<file path="config.mk">
export PLATFORM = sky130hd
export DESIGN_NAME = gbr_lane
export DESIGN_NICKNAME = d
export VERILOG_FILES = /design/src/rtl/separable_gaussian_blur_rgb_unit_assert.svh /design/src/rtl/gbr_pkg.sv /design/src/rtl/gbr_lane.sv
export SDC_FILE = /design/constraint.sdc
export NUM_CORES = 1
export LEC_CHECK = 0
export BUFFER_PORTS_ARGS = -buffer_cell sky130_fd_sc_hd__clkbuf_2
export CAP_MARGIN = 20
export CORE_AREA = 3 3 106 108
export CTS_CLUSTER_SIZE = 25
export DETAILED_ROUTE_END_ITERATION = 6
export DIE_AREA = 0 0 109 111
export PLACE_DENSITY = 0.81
export SLEW_MARGIN = 10
export SYNTH_ARGS = -nofsm -noshare
export SYNTH_HDL_FRONTEND = slang
export SYNTH_SLANG_ARGS = --single-unit
</file>
<file path="constraint.sdc">
create_clock -name clk -period 2.8 [get_ports clk]
set_input_delay 0.56 -clock clk [delete_from_list [all_inputs] [get_ports clk]]
set_output_delay 0.56 -clock clk [all_outputs]
set_load 0.01 [all_outputs]
</file>
<file path="src/rtl/separable_gaussian_blur_rgb_unit_assert.svh">
// Assertion macros for the separable Gaussian blur unit.
// Used by the top level; needs clk and arst_n in scope at the point of use.
`ifndef SEPARABLE_GAUSSIAN_BLUR_RGB_UNIT_ASSERT_SVH
`define SEPARABLE_GAUSSIAN_BLUR_RGB_UNIT_ASSERT_SVH
`ifndef NO_ASSERTIONS
`define GBR_ASSERT_IMP(label, a, b, msg) \
	label: assert property (@(posedge clk) disable iff (!arst_n) (a) |-> (b)) else $error(msg);
`define GBR_ASSERT_NXT(label, a, b, msg) \
	label: assert property (@(posedge clk) disable iff (!arst_n) (a) |=> (b)) else $error(msg);
`else
`define GBR_ASSERT_IMP(label, a, b, msg)
`define GBR_ASSERT_NXT(label, a, b, msg)
`endif
`endif

</file>
<file path="src/rtl/gbr_pkg.sv">
// Shared constants, types and helpers for the separable Gaussian blur unit.
// No dependencies.
package gbr_pkg;

	localparam int MAX_RADIUS_DEF = 7;
	localparam int MAX_WIDTH_DEF  = 1024;
	localparam int ACC_W          = 28;  // 15 taps of 8x16 products
	localparam int WCMP_W         = 13;  // holds widths up to 4096

	typedef enum logic [2:0] {
		REG_WIDTH     = 3'd0,
		REG_HEIGHT    = 3'd1,
		REG_RADIUS    = 3'd2,
		REG_TAPS_LOW  = 3'd3,
		REG_TAPS_HIGH = 3'd4
	} reg_index_t;

	typedef struct packed {
		logic first;  // load product, drop old sum
		logic acc;    // add product
	} lane_ctrl_t;

	function automatic logic [15:0] tap_sel(input logic [127:0] taps, input logic [2:0] k);
		return taps[k*16 +: 16];
	endfunction

endpackage

</file>
<file path="src/rtl/gbr_lane.sv">
// One color channel lane: multiply-accumulate of 8-bit samples by Q0.16 taps,
// truncated and saturated to 8 bits. Depends on gbr_pkg.
module gbr_lane
	import gbr_pkg::*;
(
	input  logic        clk,
	input  logic        arst_n,
	input  lane_ctrl_t  ctrl,
	input  logic [7:0]  sample,
	input  logic [15:0] tap,
	output logic [7:0]  result
);

	logic [ACC_W-1:0] acc_q;
	logic [23:0]      prod;
	logic [ACC_W-17:0] whole;

	assign prod = sample * tap;

	always_ff @(posedge clk or negedge arst_n) begin
		if (!arst_n) begin
			acc_q <= '0;
		end else if (ctrl.first) begin
			acc_q <= ACC_W'(prod);
		end else if (ctrl.acc) begin
			acc_q <= acc_q + ACC_W'(prod);
		end
	end

	assign whole  = acc_q[ACC_W-1:16];
	assign result = (whole > (ACC_W-16)'(255)) ? 8'hFF : whole[7:0];

endmodule

</file>
==> impl_metrics.yaml, run 1 <==
status:
  outcome: "stopped before the end"
  stop_stage: "global routing"
  error_line: "[ERROR GRT-0232] Routing congestion too high. Check the congestion heatmap in the GUI."
cts:
  htree_levels: 1
  cts_buffer_depth: 2
  clkSinkCount: 28
  root_buffer: "clkbuf_8"
  postCtsHoldBufs: 0
  numCtsBuffers: 3
yosys:
  synth_edf_count: 0
  avgSynthCellArea_um2: 8.644
  yosysWarnings: 0
  syn_inst: 757
  yosysUniqueCellTypes: 68
  ys_async_sr_fraction_pct: 100.0
  syn_area_mm2: 0.006544
  yosys_register_bits: 28
  syn_nets: 939
  yosys.area.top_type: "fa_1"
  yosys-top-cells-area: "fa_1 (26%), ha_1 (13%), dfrtp_1 (11%)"
  yosysTopAreaCellShare_pct: 26.00
  synth-main-ff-cell: "dfrtp_1"
  ys_seq_area_share_pct: 10.71
global_route:
  grt_usage_pct: 95.42
  gr-total-overflow: 874
  grt_max_degree: 42
floorplan:
  initial_core_util_pct: 63.39
  fp.dieW_um: 109
  pin_count: 36
  die_h_um: 111
  std_cell_rows: 37
place:
  dp_hpwl_mm: 14.71
  io_buffers: 35
  place_area_mm2: 0.008513
  place_congestion: 0.8796
timing:
  worstEndpointType: "sequential cell input"
  crit_endpoint: "acc_q[23]$_DFFE_PN0P_/D"
repair_timing:
action                                  4_1_cts
resized for setup                           130
pin swaps                                    96
buffers inserted                             33
endpoints found under the setup margin       25
per-stage QoR:
step | hold WS, ns | util, % | setup slack [ns] | instances
2_1_floorplan | 0.2644 | - | -3.261 | 757
3_5_place_dp | 0.5573 | 82.46 | -3.780 | 1062
3_3_place_gp | 0.5401 | 82.46 | -3.519 | 1062
4_1_cts | 0.3433 | 91.32 | -3.310 | 1096
cells by family after synthesis:
kind of cell,after synthesis,share of synthesized area [%]
adders and majority gates,154,39.20
muxes,14,2.275
xor gates and xnor gates,39,5.335
and+or+nand+nor,234,18.55
buffers and inverters,140,8.088
AOI/OAI and AO/OA,148,15.85
DFF,28,10.71
cell usage after synthesis (3+ instances only):
cell type	count
o211ai_1	3
or3_1	3
a21o_1	16
dfrtp_1	28
nor3_1	5
nor2b_1	4
or2_2	3
o21ai_0	26
fa_1	85
a21oi_1	47
inv_1	117
nand4_1	4
nor2_1	19
and2_1	88
and3_1	3
mux2i_1	10
xor2_1	14
nand2b_1	8
a31oi_1	3
clkbuf_1	18
nand2_1	80
a211oi_1	3
o21bai_1	6
xnor2_1	24
a2bb2oi_1	7
o21ai_1	4
nand3_1	11
ha_1	69
per-layer routing:
layer  overflow  track usage (%)
met1          3            87.07
met2        588            118.8
met3          8            72.80
met4        275            111.1
met5          0            29.46
==> inputs of run 2 (changes only) <==
CORE_AREA = 3 3 132 134   (was 3 3 106 108)
CTS_CLUSTER_SIZE = default   (was 25)
DIE_AREA = 0 0 135 137   (was 0 0 109 111)
PLACE_DENSITY = default   (was 0.81)
PLACE_DENSITY_LB_ADDON = 0.15   (was default)
==> run 2 against run 1 <==
The flow now finishes, with violations (negative setup slack). Synthesized cell count unchanged. Synthesized area unchanged.
==> impl_metrics.yaml, run 2 <==
status:
  outcome: "complete, but fails checks"
  failed_checks: "negative setup slack"
cells_and_area:
  final_cell_mix: "buf_4 (174), inv_1 (105), fa_1 (79)"
  fin_nets: 1163
  largest_reg_flops: 28
  layout-drive-gt1-share_pct: 44.59
  largest-register: "acc_q"
  reg_top3: "acc_q x28"
  areaGrowthSynthToFinish_pct: 54.07
  final_cell_area_mm2: 0.01008
  antennaDiodeCount: 0
  mostFrequentLayoutCell: "buf_4"
  fill_cells: 1345
cts:
  root_buffer: "clkbuf_16"
  htree_levels: 1
  insertion_delay_ns: 0.28
  clkTransAtPathRegs_ns: 0.08
  postCtsHoldBufs: 0
  clkSinkCount: 28
  cts_tree: "built"
  cts_buffer_depth: 2
  numCtsBuffers: 3
global_route:
  grt_pass1_vias: 6432
  gr-total-overflow: 0
  grt_usage_pct: 19.41
  antenna_found_initial: 0
  grt_max_degree: 42
  grt_pass1_wl_mm: 29.67
yosys:
  yosys_register_bits: 28
  syn_area_mm2: 0.006544
  yosysTopAreaCellShare_pct: 26.00
  yosysUniqueCellTypes: 68
  ys_async_sr_fraction_pct: 100.0
  ys_seq_area_share_pct: 10.71
  synth-main-ff-cell: "dfrtp_1"
  syn_inst: 757
  yosys.area.top_type: "fa_1"
  yosysWarnings: 0
  synth_most_common_cell: "inv_1"
  avgSynthCellArea_um2: 8.644
  yosys-top-cells-area: "fa_1 (26%), ha_1 (13%), dfrtp_1 (11%)"
  synth_edf_count: 0
  syn_nets: 939
  synth_commonest_cells: "inv_1 (117), and2_1 (88), fa_1 (85)"
timing:
  setup_tns_ns: -62.18
  period_needed_ns: 5.988
  skew_ns: 0.006258
  final-max-slew-violation-count: 0
  worst_pin_slew_ns: 0.8463
  fin_crit_sh_pct: 213.9
  finalHoldViolations: 0
  worst_slew_margin_rel_pct: 43.58
  worst_slack_ns: -3.188
  fmax_mhz: 167.0
  rsz0062_at_grt: "yes"
  setup_viol: 25
route:
  avgViaCountPerCell: 4.981
  wl_per_cell_um: 14.66
  wirelength_mm: 17.60
  drt_iter0_drc: 199
  postRouteAntennaNets: 0
  via_count: 5977
  dr.pass1.iters: 4
  drc_errors: 0
worst_hold_path:
  hp-class: "in2async"
worst_setup_path:
  endpoint_kind: "flip-flop"
  required_ns: 2.97
  critPathLaunchType: "input port"
  cp.arrival_ns: 6.16
  path_class: "in2reg"
  crit_fanout: 5
job:
  max_cap_violations: 0
place:
  place_area_mm2: 0.008746
  pre_cts_ws_ns: -3.642
  dp_hpwl_mm: 13.82
  place_congestion: 0.8653
  io_buffers: 35
floorplan:
  dieArea_mm2: 0.01850
  pin_count: 36
  initial_core_util_pct: 39.88
  fp.dieW_um: 135
  die_h_um: 137
  std_cell_rows: 47
  core-area_mm2: 0.01641
==> run 2: worst max-delay path: stages <==
cell	delay, ns
clkbuf_16	0.13
and2_4	0.15
fa_1	0.58
fa_2	0.46
fa_1	0.53
inv_2	0.04
fa_1	0.52
inv_2	0.05
ha_4	0.18
a2111oi_4	0.42
nor3b_4	0.09
a21oi_2	0.18
a22oi_2	0.10
a31oi_4	0.21
xnor2_2	0.13
ha_4	0.30
nand2_1	0.08
o21ai_1	0.25
a22oi_2	0.13
a21bo_4	0.22
a21oi_4	0.06
nand2b_4	0.15
a2111oi_4	0.30
mux2_4	0.33
==> run 2: path summary, 6_finish.rpt <==
kind	from	endpoint	slack [ns]	depth (start not counted)
worst max-delay path	tap[2]	acc_q[27]$_DFFE_PN0P_	-3.19	24
worst min-delay path	arst_n	acc_q[25]$_DFFE_PN0P_	0.37	1
worst max register to register	acc_q[0]$_DFFE_PN0P_	acc_q[24]$_DFFE_PN0P_	0.06	10
worst min register to register	acc_q[7]$_DFFE_PN0P_	acc_q[7]$_DFFE_PN0P_	0.56	2
max in group asynchronous	arst_n	acc_q[1]$_DFFE_PN0P_	1.89	1
min in group clk	acc_q[7]$_DFFE_PN0P_	acc_q[7]$_DFFE_PN0P_	0.56	2
==> run 2: layer usage <==
| metal | track usage, % | up-vias | wire length, µm |
|---|---|---|---|
| li1 | - | 2919 | - |
| met1 | 25.19 | 2982 | 7705 |
| met2 | 35.96 | 60 | 9412 |
| met3 | 1.618 | 16 | 286 |
| met4 | 3.135 | 0 | 193 |
| met5 | 0 | - | 0 |
==> run 2: cells by family (layout without fill, tap and decap cells) <==
logic type	Yosys count	in the layout	synth area share, %
AND/OR/NAND/NOR	234	234	18.55
adder cells (fa/ha/maj)	154	154	39.20
AO/OA/AOI/OAI	148	148	15.85
buffers and inverters	140	363	8.088
XOR/XNOR	39	39	5.335
flip-flops	28	28	10.71
multiplexers	14	14	2.275
==> run 2: repair_timing <==
| item | 4_1_cts | 5_1_grt |
|---|---|---|
| setup buffers | 25 | 15 |
| endpoints found under the setup margin | 25 | 26 |
| pin swaps | 86 | 78 |
| gates resized for setup | 132 | 57 |
==> run 2: metrics by stage <==
step / instances / utilization [%] / hold slack (ns)
after detailed placement: 1163 / 53.31 / 0.5506
final: 1200 / 61.45 / 0.3698
after global routing: 1200 / 61.45 / 0.4253
after global placement: 1163 / 53.31 / 0.5391
after CTS: 1188 / 59.01 / 0.3973
after floorplan: 757 / - / 0.2644
==> run 2: layout make-up <==
class                           count  area, µm²  share of cell area, %
Multi-Input combinational cell    589       6524                  64.71
Tap cell                          220      275.3                  2.730
Sequential cell                    28      700.7                  6.950
Clock buffer                        4      88.84                 0.8811
Inverter                          117      439.2                  4.356
Timing Repair Buffer              242       2054                  20.38
Power of run 2 is not shown: default switching activity piles up to over one toggle a cycle in this logic, so the estimate is an artifact.
==> inputs of run 3 (changes only) <==
CAP_MARGIN = default   (was 20)
CELL_PAD_IN_SITES_DETAIL_PLACEMENT = 0   (was default)
CELL_PAD_IN_SITES_GLOBAL_PLACEMENT = 2   (was default)
clock period = 6.17 ns   (was 2.8 ns; I/O delays follow)
==> run 3 against run 2 <==
The run still ends with negative setup slack left. Cell area down 8.9%. Hold slack better by 0.20 ns. Clock skew down 0.0016 ns. Sequential cell count unchanged. First-iteration DRC count down 4.5%. Global-route usage down 1.2 points. Non-clock buffer count down 50. Sequential share of layout area up 0.68 points. Die area unchanged. Setup slack better by 2.7 ns. Critical endpoint unchanged. Highest routed layer unchanged.
==> impl_metrics.yaml, run 3 (same netlist as run 2, synthesis figures left out) <==
status:
  outcome: "complete, but fails checks"
  failed_checks: "negative setup slack"
timing:
  rsz0062_at_grt: "yes"
  worst_slack_ns: -0.4939
  worst_slew_margin_rel_pct: 44.05
  final-max-slew-violation-count: 0
  finalHoldViolations: 0
  fin_crit_sh_pct: 108.0
  fmax_mhz: 150.1
  setup_viol: 14
  period_needed_ns: 6.664
  worst_pin_slew_ns: 0.8392
  skew_ns: 0.004635
  whs_ns: 0.5662
  setup_tns_ns: -3.795
route:
  wl_per_cell_um: 14.53
  drt_iter0_drc: 190
  drc_errors: 0
  wirelength_mm: 16.69
  avgViaCountPerCell: 5.033
  dr.pass1.iters: 4
  postRouteAntennaNets: 0
  via_count: 5783
floorplan:
  pin_count: 36
  fp.dieW_um: 135
  die_h_um: 137
  initial_core_util_pct: 39.88
  core-area_mm2: 0.01641
  dieArea_mm2: 0.01850
  std_cell_rows: 47
cts:
  clkTransAtPathRegs_ns: 0.08
  cts_buffer_depth: 2
  cts_tree: "built"
  insertion_delay_ns: 0.28
  root_buffer: "clkbuf_16"
  htree_levels: 1
  postCtsHoldBufs: 0
  clkSinkCount: 28
  numCtsBuffers: 3
cells_and_area:
  layout-drive-gt1-share_pct: 35.95
  largest-register: "acc_q"
  reg_top3: "acc_q x28"
  mostFrequentLayoutCell: "buf_4"
  fill_cells: 1455
  stdcell_count: 1149
  largest_reg_flops: 28
  areaGrowthSynthToFinish_pct: 40.31
  final_cell_mix: "buf_4 (143), inv_1 (110), fa_1 (78)"
  fin_nets: 1113
  antennaDiodeCount: 0
worst_hold_path:
  hp-start: "acc_q[7]$_DFFE_PN0P_"
  hp-class: "reg2reg"
worst_setup_path:
  cp.arrival_ns: 6.83
  required_ns: 6.34
  endpoint_kind: "flip-flop"
  critPathLaunchType: "input port"
  crit_fanout: 4
  slowest_delay_ns: 0.56
  startpoint: "sample[5]"
  cp_common_cell: "fa_1"
  r2r_start: "acc_q[0]$_DFFE_PN0P_"
  path_class: "in2reg"
  cp_top_family: "adder cells"
  slowest_stage: "fa_1"
  cp_num_buf_inv: 5
global_route:
  antenna_found_initial: 0
  grt_pass1_vias: 6099
  gr-total-overflow: 0
  grt_usage_pct: 18.21
  grt_max_degree: 43
  grt_pass1_wl_mm: 28.00
place:
  place_congestion: 0.8295
  dp_hpwl_mm: 13.13
  dpl.cell_count: 1118
  pre_cts_ws_ns: -0.9650
  io_buffers: 35
job:
  max_cap_violations: 0
-- run 3: cell types whose count changed in the layout (fill, tap and decap cells not counted), moves of 10 or more --
cell / change
buf_4: -31
buf_6: -15
a21oi_2: -12
a21oi_1: +11
o21ai_0: +11
ha_1: +10
ha_4: -10
o21ai_1: -10
xnor2_1: +10
xnor2_2: -10
-- run 3: cell type report --
type,count,area [µm²],share of cell area (%)
clock buffer,3,75.07,0.8177
inverter,117,439.2,4.783
sequential,28,700.7,7.632
tap,220,275.3,2.998
timing repair buffer,192,1536,16.73
multi-input combinational,589,6155,67.03
-- run 3: metrics by stage --
stage               instance area, µm²  util [%]
global placement                  8090     49.31
floorplan                         6832         -
detailed placement                8090     49.31
finish                            9181     55.96
CTS                               8690     52.96
global route                      9181     55.96
-- run 3: worst min-delay path: stages (launching register included) --
cell,delay [ns]
dfrtp_1,0.39
nand2_1,0.07
a31oi_1,0.08
-- run 3: final timing paths --
path	end	slack (ns)	depth (start not counted)
max in group asynchronous	acc_q[9]$_DFFE_PN0P_	4.62	1
min	acc_q[7]$_DFFE_PN0P_	0.57	2
max reg2reg	acc_q[24]$_DFFE_PN0P_	3.34	10
max	acc_q[27]$_DFFE_PN0P_	-0.49	27
min in group asynchronous	acc_q[27]$_DFFE_PN0P_	1.03	1
min reg2reg	acc_q[7]$_DFFE_PN0P_	0.57	2
-- run 3: per-layer routing --
layer | routed length [µm] | up-vias | track usage (%)
met5 | 0 | - | 0
li1 | - | 2816 | -
met2 | 8750 | 55 | 32.71
met4 | 170 | 0 | 2.464
met3 | 257 | 15 | 1.728
met1 | 7516 | 2897 | 24.54
-- run 3: repair_timing --
item | 4_1_cts | 5_1_grt
pin swaps | 70 | 93
resized for setup | 83 | 81
endpoints found under the setup margin | 16 | 16
setup buffers | 16 | 16
Power of run 3 is left out for the same reason.
